[src/rtl/core/quadrature_knob_decoder_top_assert.svh]
// Assertion macros for the knob decoder top level.
`ifndef QUADRATURE_KNOB_DECODER_TOP_ASSERT_SVH
`define QUADRATURE_KNOB_DECODER_TOP_ASSERT_SVH

// Same-cycle implication, held off during reset.
`define QKD_ASSERT_NOW(label, clk, rst, ante, cons) \
  label: assert property (@(posedge clk) disable iff (rst) (ante) |-> (cons)) \
    else $error("knob decoder check failed");

// Next-cycle implication, held off during reset.
`define QKD_ASSERT_NEXT(label, clk, rst, ante, cons) \
  label: assert property (@(posedge clk) disable iff (rst) (ante) |=> (cons)) \
    else $error("knob decoder check failed");

`endif

[src/rtl/core/qkd_pkg.sv]
// Types, codes and tables shared by the knob decoder modules.
package qkd_pkg;

  localparam int NOTCH_COUNT_BITS = 16;

  localparam logic [1:0] CMD_SAMPLE = 2'd0;
  localparam logic [1:0] CMD_READ   = 2'd1;
  localparam logic [1:0] CMD_RESYNC = 2'd2;

  localparam logic [1:0] EV_NONE  = 2'd0;
  localparam logic [1:0] EV_PRESS = 2'd1;
  localparam logic [1:0] EV_CW    = 2'd2;
  localparam logic [1:0] EV_CCW   = 2'd3;

  localparam logic [0:0] REG_STEPS_PER_NOTCH  = 1'd0;
  localparam logic [0:0] REG_DEBOUNCE_SAMPLES = 1'd1;

  localparam logic [3:0] STEPS_PER_NOTCH_RESET  = 4'd4;
  localparam logic [3:0] DEBOUNCE_SAMPLES_RESET = 4'd5;

  // Step for index {previous B, previous A, B, A}.
  localparam logic signed [1:0] QUAD_STEPS [16] = '{
     2'sd0,  2'sd1, -2'sd1,  2'sd0,
    -2'sd1,  2'sd0,  2'sd0,  2'sd1,
     2'sd1,  2'sd0,  2'sd0, -2'sd1,
     2'sd0, -2'sd1,  2'sd1,  2'sd0
  };

  typedef struct packed {
    logic [1:0] cmd;
    logic       pin_a;
    logic       pin_b;
    logic       pin_button;
  } qkd_item_t;

  typedef struct packed {
    logic [1:0] event_code;
    logic       button_level;
  } qkd_result_t;

  // Decoded command of the item being processed this cycle.
  typedef struct packed {
    logic sample;
    logic read;
    logic resync;
  } qkd_op_t;

endpackage

[src/rtl/core/quadrature_knob_decoder_top.sv]
// Top level of the quadrature knob decoder with button debounce.
// Every beat is taken into an input register and processed from there, so one
// command per clock is sustained while the input side does not stall; a read
// delivers its result from the result register. Sample and resync beats give
// no result. The input side stalls only while a read waits in the input
// register and the result register holds a beat that is itself stalled.
// Configuration writes take effect on the next processed command.
module quadrature_knob_decoder_top (
  input  logic                  clk,
  input  logic                  rst,
  input  logic                  item_valid,
  output logic                  item_stall,
  input  qkd_pkg::qkd_item_t    item,
  output logic                  result_valid,
  input  logic                  result_stall,
  output qkd_pkg::qkd_result_t  result,
  input  logic                  cfg_we,
  input  logic [0:0]            cfg_index,
  input  logic [3:0]            cfg_wdata
);
  import qkd_pkg::*;

  `include "quadrature_knob_decoder_top_assert.svh"

  logic       item_q_valid;
  qkd_item_t  item_q;
  logic [3:0] steps_per_notch;
  logic [3:0] debounce_samples;

  logic       result_free;
  logic       process;
  qkd_op_t    op;
  logic       press_pending;
  logic       stable_button;
  logic       count_pos;
  logic       count_neg;
  logic [1:0] event_code;

  always_ff @(posedge clk) begin
    if (rst) begin
      steps_per_notch  <= STEPS_PER_NOTCH_RESET;
      debounce_samples <= DEBOUNCE_SAMPLES_RESET;
    end else if (cfg_we) begin
      case (cfg_index)
        REG_STEPS_PER_NOTCH:  steps_per_notch  <= cfg_wdata;
        REG_DEBOUNCE_SAMPLES: debounce_samples <= cfg_wdata;
        default: ;
      endcase
    end
  end

  assign result_free = !result_valid || !result_stall;
  assign process     = item_q_valid && (item_q.cmd != CMD_READ || result_free);
  assign item_stall  = item_q_valid && !process;

  always_ff @(posedge clk) begin
    if (rst) begin
      item_q_valid <= 1'b0;
    end else if (!item_stall) begin
      item_q_valid <= item_valid;
    end
  end

  always_ff @(posedge clk) begin
    if (!item_stall) begin
      item_q <= item;
    end
  end

  always_comb begin
    op = '0;
    if (process) begin
      case (item_q.cmd)
        CMD_SAMPLE: op.sample = 1'b1;
        CMD_READ:   op.read   = 1'b1;
        CMD_RESYNC: op.resync = 1'b1;
        default:    op        = '0;
      endcase
    end
  end

  qkd_quad u_quad (
    .clk             (clk),
    .rst             (rst),
    .op              (op),
    .ab              ({item_q.pin_b, item_q.pin_a}),
    .steps_per_notch (steps_per_notch),
    .consume         (op.read && !press_pending),
    .count_pos       (count_pos),
    .count_neg       (count_neg)
  );

  qkd_button u_button (
    .clk              (clk),
    .rst              (rst),
    .op               (op),
    .pressed          (!item_q.pin_button),
    .debounce_samples (debounce_samples),
    .press_pending    (press_pending),
    .stable_button    (stable_button)
  );

  always_comb begin
    if (press_pending) begin
      event_code = EV_PRESS;
    end else if (count_pos) begin
      event_code = EV_CW;
    end else if (count_neg) begin
      event_code = EV_CCW;
    end else begin
      event_code = EV_NONE;
    end
  end

  always_ff @(posedge clk) begin
    if (rst) begin
      result_valid <= 1'b0;
    end else if (op.read) begin
      result_valid <= 1'b1;
    end else if (!result_stall) begin
      result_valid <= 1'b0;
    end
  end

  always_ff @(posedge clk) begin
    if (op.read) begin
      result.event_code   <= event_code;
      result.button_level <= stable_button;
    end
  end

  `QKD_ASSERT_NEXT(a_read_gives_result, clk, rst, op.read, result_valid)
  `QKD_ASSERT_NEXT(a_no_spurious_result, clk, rst, result_free && !op.read, !result_valid)
  `QKD_ASSERT_NOW(a_stall_needs_read, clk, rst, item_stall, item_q_valid && item_q.cmd == CMD_READ)
  `QKD_ASSERT_NOW(a_read_needs_room, clk, rst, op.read, result_free)

endmodule

[src/rtl/core/qkd_quad.sv]
// Quadrature step decode, notch accumulator and saturating notch count.
module qkd_quad (
  input  logic              clk,
  input  logic              rst,
  input  qkd_pkg::qkd_op_t  op,
  input  logic [1:0]        ab,
  input  logic [3:0]        steps_per_notch,
  input  logic              consume,
  output logic              count_pos,
  output logic              count_neg
);
  import qkd_pkg::*;

  localparam logic signed [NOTCH_COUNT_BITS-1:0] NOTCH_MAX =
    {1'b0, {(NOTCH_COUNT_BITS-1){1'b1}}};
  localparam logic signed [NOTCH_COUNT_BITS-1:0] NOTCH_MIN =
    {1'b1, {(NOTCH_COUNT_BITS-1){1'b0}}};

  logic [1:0]                          previous_ab;
  logic signed [3:0]                   step_accumulator;
  logic signed [NOTCH_COUNT_BITS-1:0]  notch_count;

  logic signed [3:0]                   step_accumulator_next;
  logic signed [NOTCH_COUNT_BITS-1:0]  notch_count_next;
  logic signed [1:0]                   step;
  logic [3:0]                          notch_size;
  logic signed [4:0]                   sum;
  logic signed [4:0]                   size_ext;

  assign count_pos = !notch_count[NOTCH_COUNT_BITS-1] && (|notch_count);
  assign count_neg = notch_count[NOTCH_COUNT_BITS-1];

  always_comb begin
    if (steps_per_notch == 4'd0) begin
      notch_size = 4'd1;
    end else if (steps_per_notch > 4'd8) begin
      notch_size = 4'd8;
    end else begin
      notch_size = steps_per_notch;
    end
  end

  assign step     = QUAD_STEPS[{previous_ab, ab}];
  assign size_ext = $signed({1'b0, notch_size});
  assign sum      = $signed({step_accumulator[3], step_accumulator}) +
                    $signed({{3{step[1]}}, step});

  always_comb begin
    step_accumulator_next = step_accumulator;
    notch_count_next      = notch_count;
    if (op.sample && step != 2'sd0) begin
      if (sum >= size_ext) begin
        step_accumulator_next = 4'(sum - size_ext);
        if (notch_count != NOTCH_MAX) begin
          notch_count_next = notch_count + 1'b1;
        end
      end else if (sum <= -size_ext) begin
        step_accumulator_next = 4'(sum + size_ext);
        if (notch_count != NOTCH_MIN) begin
          notch_count_next = notch_count - 1'b1;
        end
      end else begin
        step_accumulator_next = sum[3:0];
      end
    end else if (consume) begin
      if (count_pos) begin
        notch_count_next = notch_count - 1'b1;
      end else if (count_neg) begin
        notch_count_next = notch_count + 1'b1;
      end
    end
  end

  always_ff @(posedge clk) begin
    if (rst) begin
      previous_ab      <= 2'd3;
      step_accumulator <= '0;
      notch_count      <= '0;
    end else if (op.resync) begin
      previous_ab      <= ab;
      step_accumulator <= '0;
      notch_count      <= '0;
    end else begin
      if (op.sample) begin
        previous_ab <= ab;
      end
      step_accumulator <= step_accumulator_next;
      notch_count      <= notch_count_next;
    end
  end

endmodule

[src/rtl/core/qkd_button.sv]
// Button debounce by counting equal samples, with a pending press flag.
module qkd_button (
  input  logic              clk,
  input  logic              rst,
  input  qkd_pkg::qkd_op_t  op,
  input  logic              pressed,
  input  logic [3:0]        debounce_samples,
  output logic              press_pending,
  output logic              stable_button
);
  import qkd_pkg::*;

  logic       last_button_sample;
  logic [3:0] same_sample_count;

  always_ff @(posedge clk) begin
    if (rst) begin
      last_button_sample <= 1'b0;
      stable_button      <= 1'b0;
      same_sample_count  <= '0;
      press_pending      <= 1'b0;
    end else if (op.resync) begin
      last_button_sample <= pressed;
      stable_button      <= pressed;
      same_sample_count  <= '0;
      press_pending      <= 1'b0;
    end else if (op.read) begin
      // A read reports a pending press first, so it always leaves none behind.
      press_pending <= 1'b0;
    end else if (op.sample) begin
      if (pressed == last_button_sample) begin
        if (same_sample_count < debounce_samples) begin
          same_sample_count <= same_sample_count + 4'd1;
        end else if (stable_button != pressed) begin
          stable_button <= pressed;
          if (pressed) begin
            press_pending <= 1'b1;
          end
        end
      end else begin
        same_sample_count  <= '0;
        last_button_sample <= pressed;
      end
    end
  end

endmodule
[config.mk]
export PLATFORM = sky130hd
export DESIGN_NAME = quadrature_knob_decoder_top
export DESIGN_NICKNAME = d
export VERILOG_FILES = /design/src/rtl/core/qkd_pkg.sv /design/src/rtl/core/quadrature_knob_decoder_top.sv /design/src/rtl/core/qkd_quad.sv /design/src/rtl/core/qkd_button.sv
export VERILOG_INCLUDE_DIRS = /design/src /design/src/rtl/core
export SDC_FILE = /design/constraint.sdc
export NUM_CORES = 1
export LEC_CHECK = 0
export BUFFER_PORTS_ARGS = -buffer_cell sky130_fd_sc_hd__clkbuf_2
export CORE_MARGIN = 1.5
export CORE_UTILIZATION = 50
export CTS_CLUSTER_SIZE = 14
export DETAILED_ROUTE_END_ITERATION = 8
export PLACE_DENSITY = 0.67
export SYNTH_ARGS = -nofsm -noshare
export SYNTH_HDL_FRONTEND = slang
export SYNTH_HIERARCHICAL = 1
export SYNTH_SLANG_ARGS = --single-unit
[constraint.sdc]
create_clock -name clk -period 10 [get_ports clk]
set_input_delay 1 -clock clk [delete_from_list [all_inputs] [get_ports clk]]
set_output_delay 1 -clock clk [all_outputs]
set_load 0.05 [all_outputs]
# Yosys cells after proc, flatten, opt, wreduce, memory -nomap -nowiden
# Memory sizes are Yosys's and may differ from the RTL's.
# Cells that the tools add are included.
# Widths: inputs -> output; s select.
op_classes:
  n_reduce_logical: 32
  bitwise_logic: 5
  n_mux: 36
  n_addsub: 7
  n_eq_ne: 15
  n_lt_le_gt_ge: 5
ops:
  columns: ["op", "count"]
  rows:
  - ["$mux 16", 8]
  - ["$ne 16x16->1 const B", 2]
  - ["$mux 4", 6]
  - ["$add 16x1->16 const B", 1]
  - ["$reduce_or 16->1", 1]
  - ["$sub 16x1->16 const B", 1]
  - ["$mux 1", 15]
  - ["$reduce_and 5->1", 3]
  - ["$mux 2", 6]
  - ["$reduce_bool 2->1", 5]
  - ["$ne 3x3->1 const B", 3]
  - ["$ne 2x2->1 const B", 4]
  - ["$logic_not 1->1", 6]
  - ["$reduce_and 3->1", 2]
  - ["$add 4x2->5", 1]
  - ["$ge 5x5->1", 1]
  - ["$ge 5x5->1 const B", 1]
  - ["$le 5x5->1", 1]
  - ["$logic_and 1x1->1", 5]
  - ["$neg 4->5", 1]
  - ["$not 4->5", 1]
  - ["$add 4x1->4 const B", 1]
  - ["$add 4x4->4", 1]
  - ["$gt 4x4->1 const B", 1]
  - ["17 further kinds", 23]
word_totals:
  in_bits: 15
  memories: 1
  elab_cells: 119
  rom_bits: 32
  reg_bits: 47
memory_table:
  columns: ["memory", "words", "width", "read_ports", "rd_ports_with_merged_regs", "wr", "line_no", "rtl"]
  rows:
  - ["(name not given)", 16, 2, 1, 0, 0, "qkd_quad.sv:43", "assign step = QUAD_STEPS[{previous_ab, ab}];"]

# Longest topological paths before layout
# Gate-level depths: netlist of the first run.
logic_depth:
  ltp_word: 9
  ltp_mapped: 19
  depth_no_buf: 18

# Hierarchy
# The synthesis of the first run kept the hierarchy.
modules_own_cells:
  columns: ["module", "cells_per_inst", "seq_area_each_um2", "area_per_inst_um2", "instances"]
  rows:
  - ["qkd_quad", 350, 440.4, 2661.3, 1]
  - ["quadrature_knob_decoder_top", 56, 440.4, 688.2, 1]
  - ["qkd_button", 72, 140.1, 561.8, 1]

# Least setup slack after synthesis of the first run
# Ideal clock, no wire load.
synth_timing:
  kind: "flip-flop to flip-flop"
  start: "reg item_q[2] in the netlist's numbering"
  end: "reg u_quad.notch_count[7]"
  period_less_slack_ns: 3.947
  required_time_ns: 9.871
  t_arrival_ns: 3.818
  path_slack_ns: 6.053
  stages_incl_launch_ff: 20
  path_cell_list: "edfxtp_1 -> inv_1 -> ha_1 -> xnor2_1 -> xnor2_1 -> ha_1 -> inv_1 -> fa_1 -> nand2b_1 -> a21oi_1 -> inv_1 -> ha_1 -> inv_1 -> a2111oi_0 -> a221oi_2 -> o21bai_1 -> o2bb2ai_2 -> buf_6 -> mux2i_1 -> nor2_1"
synth_via:
  elab_chain_cells: 8
  word_cells_on_any_way: 17
synth_lines:
  columns: ["element", "line_no", "rtl"]
  rows:
  - ["from (decl)", "quadrature_knob_decoder_top.sv:26", "qkd_item_t item_q;"]
  - ["from (signal assigned)", "quadrature_knob_decoder_top.sv:66", "item_q <= item;"]
  - ["$not 4->5 (implied by the code) (*)", "qkd_quad.sv:43", null]
  - ["$mem_v2 16x2 (*)", null, null]
  - ["$mux 2 (implied by the code) (*) (2 in series)", "qkd_quad.sv:43", null]
  - ["$add 4x2->5 or $reduce_bool 2->1 (tied branches)", "qkd_quad.sv:45, qkd_quad.sv:51", null]
  - ["$ge 5x5->1, or another cell as far along", "qkd_quad.sv:52", "if (sum >= size_ext) begin"]
  - ["$ne 3x3->1 (no source line), or another cell as far along", null, null]
  - ["$reduce_and 5->1 (no source line) or $mux 16 (tied branches)", null, null]
  - ["to (signal assigned)", "qkd_quad.sv:88", "notch_count <= notch_count_next;"]
  - ["to (decl)", "qkd_quad.sv:21", "logic signed [NOTCH_COUNT_BITS-1:0] notch_count;"]
# Mark *: on every way between the ends. The rest lies on a longest branch, timed or not. The select of a mux whose other input is x is not followed.
# A chain may end at the register's enable or synchronous reset.

# Worst setup path after layout of the first run
layout_timing:
  start: "reg item_q[2] in the netlist's numbering"
  end: "reg u_quad.notch_count[12]"
# The elaborated chain is that of the path after synthesis.

==> results summary, run 1 <==
The run finished with clean final reports. Ranked by instance count, the synthesized netlist is headed by sky130_fd_sc_hd__nor2_1, sky130_fd_sc_hd__dfxtp_1, sky130_fd_sc_hd__nand2_1. The floorplan step defined a die boundary enclosing 8360 sq um. The most common cell in the synthesized netlist is sky130_fd_sc_hd__nor2_1.

The cell at the slowest stage of the critical path is sky130_fd_sc_hd__o2bb2ai_2. The number of setup buffers added after CTS is 0. From synthesis to final layout, the design area changed by 4.57%. The maximum clock path buffer count came out at 2. The async set-or-reset flop fraction in the synthesized netlist is 0%.

After clock tree synthesis, the clock-pin slew on the worst setup and hold paths is 0.09 ns. The first routing iteration left 165 violations. The post-route antenna net violation count came out at 0. The total clock sinks came out at 47. The pin count of the biggest net entering global routing came out at 29. The part of the power in the clock network came out at 21.5%.

The first global-routing pass estimated 15,000 um of wire. The number of buffers created by CTS came out at 5. Across the run, the number of max-cap violations was 0.

The global-route usage over all layers came out at 21.8%. Buffers inserted to repair hold after CTS numbered 0. The count of final hold-check violations came to 0. The synthesized net count is 525.

The final routed wire length divided by cell count came out at 14.7 um. The most used flip-flop cell after synthesis is sky130_fd_sc_hd__dfxtp_1. The clock skew after layout came out at 0.00606 ns. Setup violations remaining at the end of the flow were counted as 0. The required time at the worst-slack endpoint came out at 10.23 ns. The number of distinct standard cells referenced by the synthesized netlist is 74. The sum of overflow across all layers after global routing came out at 0. The portion of the post-synthesis area used by sequential elements came out at 26.1%. The number of design rule violations left after detail routing came out at 0. The power density normalized to cell area came out at 139 nW/um^2.

Of all cell types, the one taking the most synthesized area is sky130_fd_sc_hd__dfxtp_1. The part of the power in registers came out at 37.2%. Across all hold checks on the routed design, the worst slack comes to 0.470 ns. The initial core utilization is 51.1%. The number of nets in the layout is 525. The post-synthesis cell area is 3910 sq um. The fraction of layout instances using a drive strength above 1 came out at 10.4%. 20 I/O pins were placed.

The highest fanout seen on the critical path came out at 28. The largest voltage drop on the vdd net is 0.0798 mV. The top-area cell type share of the netlist area came out at 20.0%. Net switching is 38.3% of the power. The warning count from the yosys run is 6. The internal power of the cells came out at 0.000351 W.

The routed wire length is 8560 um. The H-tree was split into 2 levels. The clock latency on the worst-skew pair came out at 0.31 ns.

The share of power burned in combinational logic is 41.3%. The startpoint-to-endpoint class of the critical path is reg -> reg. In this run the power spent charging and discharging nets is 0.000217 W.

The total leakage power is 1.72 nW. The highest achievable clock rate came out at 212 MHz. The worst-case headroom to the max-slew limit is 25.1%. Counting flops and latches in the post-synthesis netlist gives 47.

The site row count is 32. The instance count of the mapped netlist came out at 478. The number of gates resized after CTS was 0. After detailed placement, the total cell area comes to 4000 sq um. The per-instance average area after synthesis came out at 8.18 sq um. The number of buffer cells added on primary ports is 19. Dividing the detail-routed via count by the number of cells gives 5.73.

TritonCTS built the clock tree. The worst setup path is launched from a register. The tightest min-delay check is of the reg -> reg type.

The width of the chip is 91.4 um. The number of vias after detailed routing is 3,329. The total core area is 7650 sq um. The overall power after layout is 0.000568 W. Setup repair after global routing left no endpoint under its margin. The library cell used as clock root buffer is sky130_fd_sc_hd__clkbuf_8. The arrival time at the worst endpoint is 4.95 ns. The actual transition at the worst max-transition pin is 1.12 ns. The aggregate negative setup slack came out at 0 ns.

The initial antenna violation count is 0. The reg2reg setup slack came out at 5.28 ns. Counting flops with a built-in enable in the synthesized netlist gives 8. The worst path uses 47.2% of the clock period. The delay of the slowest critical-path stage is 0.52 ns.

The sum of net half-perimeters after detailed placement is 6320 um. By area the synthesized netlist is led by sky130_fd_sc_hd__dfxtp_1, sky130_fd_sc_hd__ha_1, sky130_fd_sc_hd__edfxtp_1. The die span in y came out at 91.4 um. The via count of the first global-routing pass is 3,256.

The cell area after layout is 4090 sq um. The antenna diode count came out at 0. The time the final worst path needs with I/O delays and setup is 4.72 ns. The worst setup path is captured at a register. The critical path goes through inv_1, ha_1, xnor2_1, xnor2_1, ha_1, inv_1, fa_1, xnor2_1, ha_1, a221oi_1, o31a_1, buf_4, o21bai_1, o2bb2ai_2, nand2_1, o32ai_1. The number of pins exceeding their max-slew limit in the final report is 0.

The first-pass iteration count of the detailed router came out at 4. The weighted congestion at the end of routability-driven global placement is 0.869.
[per-layer routing]
| layer | global-route usage, % | share of wire, % | vias to the layer above |
|---|---|---|---|
| met4 | 6.51 | 0.96 | 0 |
| met2 | 38.3 | 49 | 48 |
| li1 | - | - | 1705 |
| met1 | 27.6 | 47 | 1568 |
| met5 | 0 | 0 | - |
| met3 | 2.93 | 3.0 | 8 |
[sequential cells by signal (all words and copies together), names as in the netlist]
signal,cells
result,3
u_quad/step_accumulator,4
u_button/press_pending,1
item_q_valid,1
u_button/same_sample_count,4
u_button/last_button_sample,1
steps_per_notch,4
result_valid,1
u_quad/notch_count,16
u_button/stable_button,1
u_quad/previous_ab,2
item_q,5
debounce_samples,4
[final cells by class]
type,count,area (sq um)
Fill cell,727,3560
Multi-Input combinational cell,370,2610
Sequential cell,47,1020
Tap cell,102,128
Inverter,32,120
Timing Repair Buffer,22,118
Clock buffer,6,72.6
Clock inverter,2,17.5
[power by group through the flow]
stage	clock (W)	sequential [W]	combinational (W)
global placement	0	0.000215	0.000227
finish	0.000122	0.000211	0.000234
detailed placement	0	0.000215	0.000231
CTS	0.000126	0.000211	0.000233
floorplan	0	0.000211	0.000194
global route	0.000131	0.000213	0.000263
[path summary, 6_finish.rpt]
check,start,end,cells after the start
max reg2reg,item_q[2]$_DFFE_PN_,u_quad/notch_count[12]$_SDFFE_PP0P_,16
max,item_q[2]$_DFFE_PN_,u_quad/notch_count[12]$_SDFFE_PP0P_,16
min,debounce_samples[1]$_SDFFE_PP0P_,debounce_samples[1]$_SDFFE_PP0P_,2
min reg2reg,debounce_samples[1]$_SDFFE_PP0P_,debounce_samples[1]$_SDFFE_PP0P_,2
[worst max-delay path: cells and delay by family (launching register included)]
kind            cells  cell delay, ns
compound gates      5            1.54
xor+xnor            3            0.71
fa+ha+maj           4            1.21
buf+inv             3            0.49
flops               1            0.43
simple gates        1            0.23
[metrics by stage]
stage / utilization, % / setup WS [ns] / std cells
2_1_floorplan: - / 6.05 / 478
3_3_place_gp: 52.3 / 5.52 / 573
3_5_place_dp: 52.3 / 5.33 / 573
4_1_cts: 53.5 / 5.32 / 581
5_1_grt: 53.5 / 4.89 / 581
6_report: 53.5 / 5.28 / 581
[layout by cell type, fill, tap and decap left out, types with 4 or more instances in the layout]
| cell | synthesis | routed |
|---|---|---|
| sky130_fd_sc_hd__a211o_1 | 6 | 6 |
| sky130_fd_sc_hd__a21o_1 | 4 | 4 |
| sky130_fd_sc_hd__a21oi_1 | 25 | 25 |
| sky130_fd_sc_hd__a221oi_1 | 4 | 4 |
| sky130_fd_sc_hd__a31oi_1 | 5 | 5 |
| sky130_fd_sc_hd__and3_1 | 4 | 4 |
| sky130_fd_sc_hd__clkbuf_2 | 0 | 19 |
| sky130_fd_sc_hd__clkbuf_8 | 0 | 5 |
| sky130_fd_sc_hd__dfxtp_1 | 39 | 39 |
| sky130_fd_sc_hd__edfxtp_1 | 8 | 8 |
| sky130_fd_sc_hd__ha_1 | 29 | 29 |
| sky130_fd_sc_hd__inv_1 | 31 | 31 |
| sky130_fd_sc_hd__mux2i_1 | 21 | 21 |
| sky130_fd_sc_hd__nand2_1 | 37 | 37 |
| sky130_fd_sc_hd__nand2b_1 | 10 | 10 |
| sky130_fd_sc_hd__nand3_1 | 15 | 15 |
| sky130_fd_sc_hd__nand4_1 | 5 | 5 |
| sky130_fd_sc_hd__nor2_1 | 46 | 46 |
| sky130_fd_sc_hd__nor2b_1 | 9 | 9 |
| sky130_fd_sc_hd__nor3_1 | 17 | 17 |
| sky130_fd_sc_hd__nor3b_1 | 5 | 5 |
| sky130_fd_sc_hd__nor4_1 | 7 | 7 |
| sky130_fd_sc_hd__o211ai_1 | 5 | 5 |
| sky130_fd_sc_hd__o21a_1 | 4 | 4 |
| sky130_fd_sc_hd__o21ai_0 | 11 | 11 |
| sky130_fd_sc_hd__o21ai_1 | 4 | 4 |
| sky130_fd_sc_hd__o221ai_1 | 4 | 4 |
| sky130_fd_sc_hd__o22ai_1 | 5 | 5 |
| sky130_fd_sc_hd__or3_1 | 4 | 4 |
| sky130_fd_sc_hd__xnor2_1 | 19 | 19 |
| sky130_fd_sc_hd__xor2_1 | 13 | 13 |
[kinds of logic after synthesis]
kind of cell	count (synthesis)	synth area share (%)
other cells	1	0.0959
mux	24	6.53
xor+xnor	32	7.17
buf+inv	61	7.07
flops	47	26.1
simple gates	181	24.4
compound gates	100	17.8
fa+ha+maj	32	10.8
Note: power is estimated with default switching activity, not from simulation.
==> run 2: changes to the inputs <==
PLACE_DENSITY = 0.7   (was 0.67)
clock period = 3.9 ns   (was 10 ns; I/O delays follow)
==> results summary, run 2 (same netlist as run 1, synthesis figures left out) <==
The global-route usage over all layers came out at 22.8% (was 21.8%). The final worst-path cycle share is 108% (was 47.2%). The initial antenna violation count is 0 (unchanged). The power density normalized to cell area came to 369 nW/um^2 (was 139 nW/um^2). The slack of the critical path is -0.307 ns (was 5.28 ns). The die span in y came out at 91.4 um (unchanged).

The final core utilization came out at 65.2% (was 53.5%). The reg-to-reg critical path endpoint is u_quad/notch_count[6]$_SDFFE_PP0P_ (was u_quad/notch_count[12]$_SDFFE_PP0P_). The total core area is 7650 sq um (unchanged).

The type of origin of the critical path is a register (unchanged). The number of endpoints failing setup at the final stage is 20 (was 0). The highest achievable clock rate is 238 MHz (was 212 MHz). The worst hold-check path type is in -> reg (was reg -> reg). The pre-CTS worst setup slack is -0.130 ns (was 5.33 ns).

The first-pass GRT wire length is 15,500 um (was 15,000 um). The routed wire length is 11,300 um (was 8560 um). The overall power after layout was 0.00184 W (was 0.000568 W). The clock skew after layout is 0.00885 ns (was 0.00606 ns). The final routed wire length divided by cell count is 18.1 um (was 14.7 um). The violation count after the first detailed-route iteration was 308 (was 165). The clock transition at the register clock pins on the worst setup and hold paths after CTS is 0.09 ns (about the same).

The weighted congestion at the end of routability-driven global placement came out at 0.938 (was 0.869). The count of final hold-check violations came out at 0 (unchanged). The checks that failed: negative setup slack.

The first-pass iteration count of the detailed router is 4 (unchanged). The reg2reg setup slack is -0.31 ns (was 5.28 ns). The flip-flop count of the largest register, all copies and words added is 16 (unchanged). The launching instance or port of the critical path is item_q[2]$_DFFE_PN_ (unchanged).

CP Cell Sequence: inv_2, ha_4, xnor2_2, xnor2_1, ha_2, inv_2, fa_2, buf_4, xnor2_2, ha_2, nor2_1, a221oi_2, o31a_4, a21oi_4, o2bb2ai_4, buf_6, buf_4, mux2i_1, nor2_1 (was inv_1, ha_1, xnor2_1, xnor2_1, ha_1, inv_1, fa_1, xnor2_1, ha_1, a221oi_1, o31a_1, buf_4, o21bai_1, o2bb2ai_2, nand2_1, o32ai_1). The number of buffers created by CTS came out at 5 (unchanged). The total leakage power is 2.05 nW (was 1.72 nW). The fraction of layout instances using a drive strength above 1 is 28.9% (was 10.4%). The cell count of the worst reg-to-reg path is 19 (was 16). The end point of the critical path was u_quad/notch_count[6]$_SDFFE_PP0P_ (was u_quad/notch_count[12]$_SDFFE_PP0P_). The total I/O pin count was 20 (unchanged).

The layout-stage area growth over the synthesis result came out at 27.4% (was 4.57%). RSZ-0062 raised after global routing: true (was false). The post-route antenna net violation count is 0 (unchanged). The number of filler instances in the final layout is 579 (was 727). The number of max-cap violations came out at 0 (unchanged).

The time the final worst path needs with I/O delays and setup came out at 4.21 ns (was 4.72 ns). The number of buffer cells added on primary ports is 19 (unchanged). The maximum clock path buffer count is 2 (unchanged). The antenna diode count came to 0 (unchanged). The number of pins exceeding their max-slew limit in the final report is 0 (unchanged). Leading cell types in the layout, fill and taps excluded: sky130_fd_sc_hd__nor2_1, sky130_fd_sc_hd__dfxtp_1, sky130_fd_sc_hd__nand2_1 (unchanged). The total clock sinks came out at 47 (unchanged). Run status: finished with violations (was completed). The vias per cell is 5.97 (was 5.73).

The largest voltage drop on the vdd net came to 0.197 mV (was 0.0798 mV). The actual transition at the worst max-transition pin is 1.21 ns (was 1.12 ns). The sum of overflow across all layers after global routing is 0 (unchanged). The highest fanout seen on the critical path was 8 (was 28). The register with the highest flop count is u_quad/notch_count (unchanged).

The number of design rule violations left after detail routing is 0 (unchanged). The pin count of the biggest net entering global routing came out at 20 (was 29). The number of nets in the layout came to 570 (was 525). The via count of the first global-routing pass is 3,391 (was 3,256). The reg-to-reg startpoint is item_q[2]$_DFFE_PN_ (unchanged).

The depth of the CTS H-tree is 2 (unchanged). The initial core utilization is 51.1% (unchanged). The most common cell after layout, fill and taps aside was sky130_fd_sc_hd__nor2_1 (unchanged). The number of vias after detailed routing came out at 3,732 (was 3,329). The cell at the slowest stage of the critical path was sky130_fd_sc_hd__edfxtp_1 (was sky130_fd_sc_hd__o2bb2ai_2). The endpoint kind of the worst setup timing path is a register (unchanged). The worst hold slack after final layout is 0.250 ns (was 0.470 ns). The startpoint-to-endpoint class of the critical path is reg -> reg (unchanged).

The site row count is 32 (unchanged). The sum of net half-perimeters after detailed placement came to 6750 um (was 6320 um). The required time at the worst-slack endpoint is 4.09 ns (was 10.23 ns). The clock latency on the worst-skew pair is 0.31 ns (about the same). Largest registers: u_quad/notch_count: 16 flops, item_q: 5 flops (unchanged).

The delay of the slowest critical-path stage is 0.44 ns (was 0.52 ns). The full die area is 8360 sq um (unchanged). The width of the chip came out at 91.4 um (unchanged).

The worst-case headroom to the max-slew limit came out at 18.8% (was 25.1%). The arrival time at the worst endpoint is 4.40 ns (was 4.95 ns). The CTS tree is done (unchanged).

The library cell used as clock root buffer is sky130_fd_sc_hd__clkbuf_8 (unchanged). The number of stages on the worst hold path came out at 1 (was 2).
## run 2: cell count changes in the layout (fill, tap and decap cells not counted), moves of 4 or more
| cell | previous run | this run |
|---|---|---|
| sky130_fd_sc_hd__buf_4 | 3 | 26 |
| sky130_fd_sc_hd__buf_6 | 0 | 19 |
| sky130_fd_sc_hd__ha_1 | 29 | 14 |
| sky130_fd_sc_hd__ha_4 | 0 | 12 |
| sky130_fd_sc_hd__inv_1 | 31 | 24 |
| sky130_fd_sc_hd__inv_2 | 1 | 8 |
| sky130_fd_sc_hd__a21oi_1 | 25 | 19 |
| sky130_fd_sc_hd__o21ai_0 | 11 | 5 |
| sky130_fd_sc_hd__a21oi_2 | 1 | 5 |
| sky130_fd_sc_hd__xnor2_1 | 19 | 15 |
## run 2: worst min-delay path by stage
stage	startpoint	to	slack, ns
finish	item[2]	item_q[2]$_DFFE_PN_	0.25
global route	item[2]	item_q[2]$_DFFE_PN_	0.24
CTS	item[2]	item_q[2]$_DFFE_PN_	0.25
detailed placement	debounce_samples[1]$_SDFFE_PP0P_	debounce_samples[1]$_SDFFE_PP0P_	0.45
global placement	debounce_samples[1]$_SDFFE_PP0P_	debounce_samples[1]$_SDFFE_PP0P_	0.45
floorplan	debounce_samples[0]$_SDFFE_PP1P_	debounce_samples[0]$_SDFFE_PP1P_	0.43
## run 2: repair_timing
action / in CTS / in global routing
endpoints found under the setup margin: 18 / 20
hold buffers: 0 / 0
gates cloned: 0 / 1
buffers inserted: 5 / 18
pin swaps: 2 / 36
gates resized for setup: 7 / 96
## run 2: area by class of cell
class                      count  area [sq um]  area share, %
multi-input combinational    370          3050           61.1
sequential                    47          1020           20.5
tap                          102           128           2.56
inverter                      32           120           2.41
clock inverter                 2          37.5          0.753
timing repair buffer          67           564           11.3
clock buffer                   5          68.8           1.38
## run 2: layer usage
metal  part of all wire (%)  track usage, %
met1                     42            27.8
met2                     51            40.4
met3                    4.1            3.27
met4                    2.9            8.33
met5                      0               0
## run 2: report_power, final
part           switching [W]  internal [W]  leakage, nW
registers          0.0000308      0.000513        0.396
clock network       0.000175      0.000188       0.0502
logic               0.000490      0.000444         1.60
total               0.000696       0.00115         2.05
## run 2: per-stage QoR
stage	instance area (sq um)	std cells	setup TNS [ns]
floorplan	3920	478	0
global placement	4160	594	-0.0413
detailed placement	4160	594	-1.10
CTS	4350	606	-0.261
global route	4980	625	-6.02
finish	4980	625	-4.65
## run 2: critical path: cells and delay by family, from the launching register on
kind | cells | cell delay (ns)
compound gates | 4 | 0.91
xor+xnor | 3 | 0.55
fa+ha+maj | 4 | 1.08
buf+inv | 5 | 0.62
flops | 1 | 0.44
mux | 1 | 0.17
simple gates | 2 | 0.30
==> run 3: changes to the inputs <==
SKIP_CTS_REPAIR_TIMING = 1   (was default)
==> results summary, run 3 (same netlist as run 1, synthesis figures left out) <==
The final non-filler cell total is 618 (was 625). The area of the multi-input gates is 3000 sq um (was 3050 sq um). The beginning of the worst hold path is item[2] (unchanged). The cell area after layout came out at 4850 sq um (was 4980 sq um).

The violation count after the first detailed-route iteration was 318 (was 308). The switching power is 0.000664 W (was 0.000696 W). The fraction of layout instances using a drive strength above 1 came out at 27.1% (was 28.9%). The endpoint kind of the worst setup timing path is a register (unchanged).

The first-pass iteration count of the detailed router came out at 5 (was 4). The type of origin of the critical path is a register (unchanged). The routed wire length is 10,600 um (was 11,300 um). Failing checks: negative setup slack (unchanged). The total I/O pin count is 20 (unchanged). The required time at the worst-slack endpoint is 4.10 ns (was 4.09 ns). The number of stages on the worst hold path came out at 1 (unchanged). The worst hold-check path type is in -> reg (unchanged).

The global-route usage over all layers is 22.3% (was 22.8%). CP Cell Sequence: inv_2, ha_4, xnor2_2, xnor2_1, ha_2, inv_2, fa_2, buf_4, xnor2_2, ha_2, inv_1, a221oi_2, o31a_1, buf_4, buf_6, nor4_2, a211o_1, o21ai_2, a21oi_1 (was inv_2, ha_4, xnor2_2, xnor2_1, ha_2, inv_2, fa_2, buf_4, xnor2_2, ha_2, nor2_1, a221oi_2, o31a_4, a21oi_4, o2bb2ai_4, buf_6, buf_4, mux2i_1, nor2_1). The pre-CTS worst setup slack is -0.130 ns (unchanged). The weighted congestion at the end of routability-driven global placement is 0.938 (unchanged). The number of pins exceeding their max-slew limit in the final report came out at 0 (unchanged). The part of the power in the clock network came out at 20.5% (was 19.7%). The number of buffers created by CTS is 5 (unchanged). The worst-case headroom to the max-slew limit came out at 24.3% (was 18.8%). The reg-to-reg startpoint was item_q[2]$_DFFE_PN_ (unchanged).

The antenna diode count came out at 0 (unchanged). The via count of the first global-routing pass was 3,330 (was 3,391). The worst-case hold path end point was item_q[2]$_DFFE_PN_ (unchanged). The global routing usage on met2 is 39.4% (was 40.4%). The arrival time at the worst endpoint is 4.28 ns (was 4.40 ns). The number of design rule violations left after detail routing is 0 (unchanged).

The total core area is 7650 sq um (unchanged). The library cell used as clock root buffer is sky130_fd_sc_hd__clkbuf_8 (unchanged). The register with the highest flop count is u_quad/notch_count (unchanged). The startpoint-to-endpoint class of the critical path is reg -> reg (unchanged). The depth of the CTS H-tree is 2 (unchanged). The register area is 1020 sq um (unchanged). The number of endpoints failing setup at the final stage came to 18 (was 20).

RSZ-0062 raised after global routing: true (unchanged). The vias per cell is 5.94 (was 5.97). The part of the power in registers is 30.7% (was 29.6%). The clock latency on the worst-skew pair came to 0.31 ns (about the same). The power density normalized to cell area is 365 nW/um^2 (was 369 nW/um^2).

The full die area is 8360 sq um (unchanged). The share of power burned in combinational logic came out at 48.8% (was 50.7%). The clock transition at the register clock pins on the worst setup and hold paths after CTS is 0.09 ns (about the same). The met3 layer usage reported by global route was 2.93% (was 3.27%). The initial core utilization is 51.1% (unchanged).

Largest registers: u_quad/notch_count: 16 flops, item_q: 5 flops (unchanged). The final routed wire length divided by cell count came out at 17.2 um (was 18.1 um). The reg-to-reg critical path endpoint is u_quad/step_accumulator[3]$_SDFFE_PP0P_ (was u_quad/notch_count[6]$_SDFFE_PP0P_).

The sum of net half-perimeters after detailed placement is 6750 um (unchanged). The largest voltage drop on the vdd net came out at 0.210 mV (was 0.197 mV). The most common cell after layout, fill and taps aside is sky130_fd_sc_hd__nor2_1 (unchanged). The total instance count after detailed placement is 594 (unchanged). The proportion of total power due to net switching came out at 37.5% (was 37.8%). The maximum clock path buffer count is 2 (unchanged). The cell count of the worst reg-to-reg path came out at 19 (unchanged). The internal power of the cells was 0.00110 W (was 0.00115 W).

The flip-flop count of the largest register, all copies and words added came to 16 (unchanged). The CTS tree was done (unchanged). The final core utilization was 63.4% (was 65.2%).

The die span in y was 91.4 um (unchanged). The actual transition at the worst max-transition pin came out at 1.13 ns (was 1.21 ns). The delay of the slowest critical-path stage is 0.45 ns (was 0.44 ns).

The site row count came out at 32 (unchanged). The total leakage power came out at 1.98 nW (was 2.05 nW). The highest achievable clock rate came out at 245 MHz (was 238 MHz).

The number of vias after detailed routing is 3,670 (was 3,732). The final worst-path cycle share is 105% (was 108%). The busiest layer in global routing was met2 (unchanged). The pin count of the biggest net entering global routing came out at 20 (unchanged). Leading cell types in the layout, fill and taps excluded: sky130_fd_sc_hd__nor2_1, sky130_fd_sc_hd__dfxtp_1, sky130_fd_sc_hd__nand2_1 (unchanged). The reg2reg setup slack is -0.19 ns (was -0.31 ns). The kind of cell with the highest combined delay on the critical path is compound AO/OA/AOI/OAI gates (was adder cells). The number of buffer cells added on primary ports is 19 (unchanged). The time the final worst path needs with I/O delays and setup came to 4.09 ns (was 4.21 ns). The number of filler instances in the final layout is 595 (was 579).

The cell at the slowest stage of the critical path is sky130_fd_sc_hd__fa_2 (was sky130_fd_sc_hd__edfxtp_1). The number of nets in the layout came out at 563 (was 570). The count of buffer and inverter cells on the critical path came out at 6 (was 5). The clock skew after layout came out at 0.00806 ns (was 0.00885 ns). The initial antenna violation count came out at 0 (unchanged). The sum of overflow across all layers after global routing is 0 (unchanged). The cell area reported after detailed placement is 4160 sq um (unchanged). The width of the chip is 91.4 um (unchanged). The count of final hold-check violations is 0 (unchanged). The number of max-cap violations came out at 0 (unchanged). The first-pass GRT wire length came out at 15,200 um (was 15,500 um). The met1 usage in global routing came out at 27.7% (was 27.8%). The post-route antenna net violation count came out at 0 (unchanged). Run status: finished with violations (unchanged). The total clock sinks came to 47 (unchanged). The highest fanout seen on the critical path is 7 (was 8). The layout-stage area growth over the synthesis result came out at 24.0% (was 27.4%). The slack of the critical path came out at -0.187 ns (was -0.307 ns).
## run 3: cell types whose count changed in the layout (fill, tap and decap cells not counted), moves of 2 or more
cell and change:
sky130_fd_sc_hd__buf_6 -9, sky130_fd_sc_hd__buf_4 +2, sky130_fd_sc_hd__o21ai_2 -2, sky130_fd_sc_hd__a21oi_1 +3
sky130_fd_sc_hd__inv_1 -2, sky130_fd_sc_hd__a21oi_2 -2
## run 3: metrics by stage
stage / hold WS (ns) / setup TNS (ns) / power (W)
CTS: 0.250 / -1.49 / 0.00157
global route: 0.230 / -5.36 / 0.00186
global placement: 0.449 / -0.0413 / 0.00119
detailed placement: 0.452 / -1.10 / 0.00120
finish: 0.246 / -2.19 / 0.00177
floorplan: 0.427 / 0 / 0.00104
## run 3: worst max-delay path by stage
stage,startpoint,endpoint,cells after the start
detailed placement,item_q[2]$_DFFE_PN_,u_quad/notch_count[2]$_SDFFE_PP0P_,19
finish,item_q[2]$_DFFE_PN_,u_quad/step_accumulator[3]$_SDFFE_PP0P_,19
CTS,item_q[2]$_DFFE_PN_,u_quad/notch_count[2]$_SDFFE_PP0P_,19
global route,item_q[2]$_DFFE_PN_,u_quad/step_accumulator[3]$_SDFFE_PP0P_,19
global placement,item_q[2]$_DFFE_PN_,u_quad/step_accumulator[3]$_SDFFE_PP0P_,19
floorplan,item_q[2]$_DFFE_PN_,u_quad/notch_count[7]$_SDFFE_PP0P_,19
## run 3: layout make-up
cell class / instances / area share (%)
timing repair buffer: 60 / 9.85
tap: 102 / 2.63
clock buffer: 5 / 1.42
clock inverter: 2 / 0.774
sequential: 47 / 21.0
inverter: 32 / 2.53
multi-input combinational: 370 / 61.7
## run 3: per-layer routing
layer	vias up	wire (um)
li1	1770	-
met2	120	5270
met3	32	477
met1	1748	4580
met5	-	0
met4	0	311
## run 3: power by group through the flow
stage	Sequential (W)	Combinational, W	Clock (W)
finish	0.000543	0.000863	0.000362
global route	0.000546	0.000922	0.000391
CTS	0.000541	0.000655	0.000369
detailed placement	0.000553	0.000652	0
global placement	0.000551	0.000636	0
floorplan	0.000541	0.000500	0
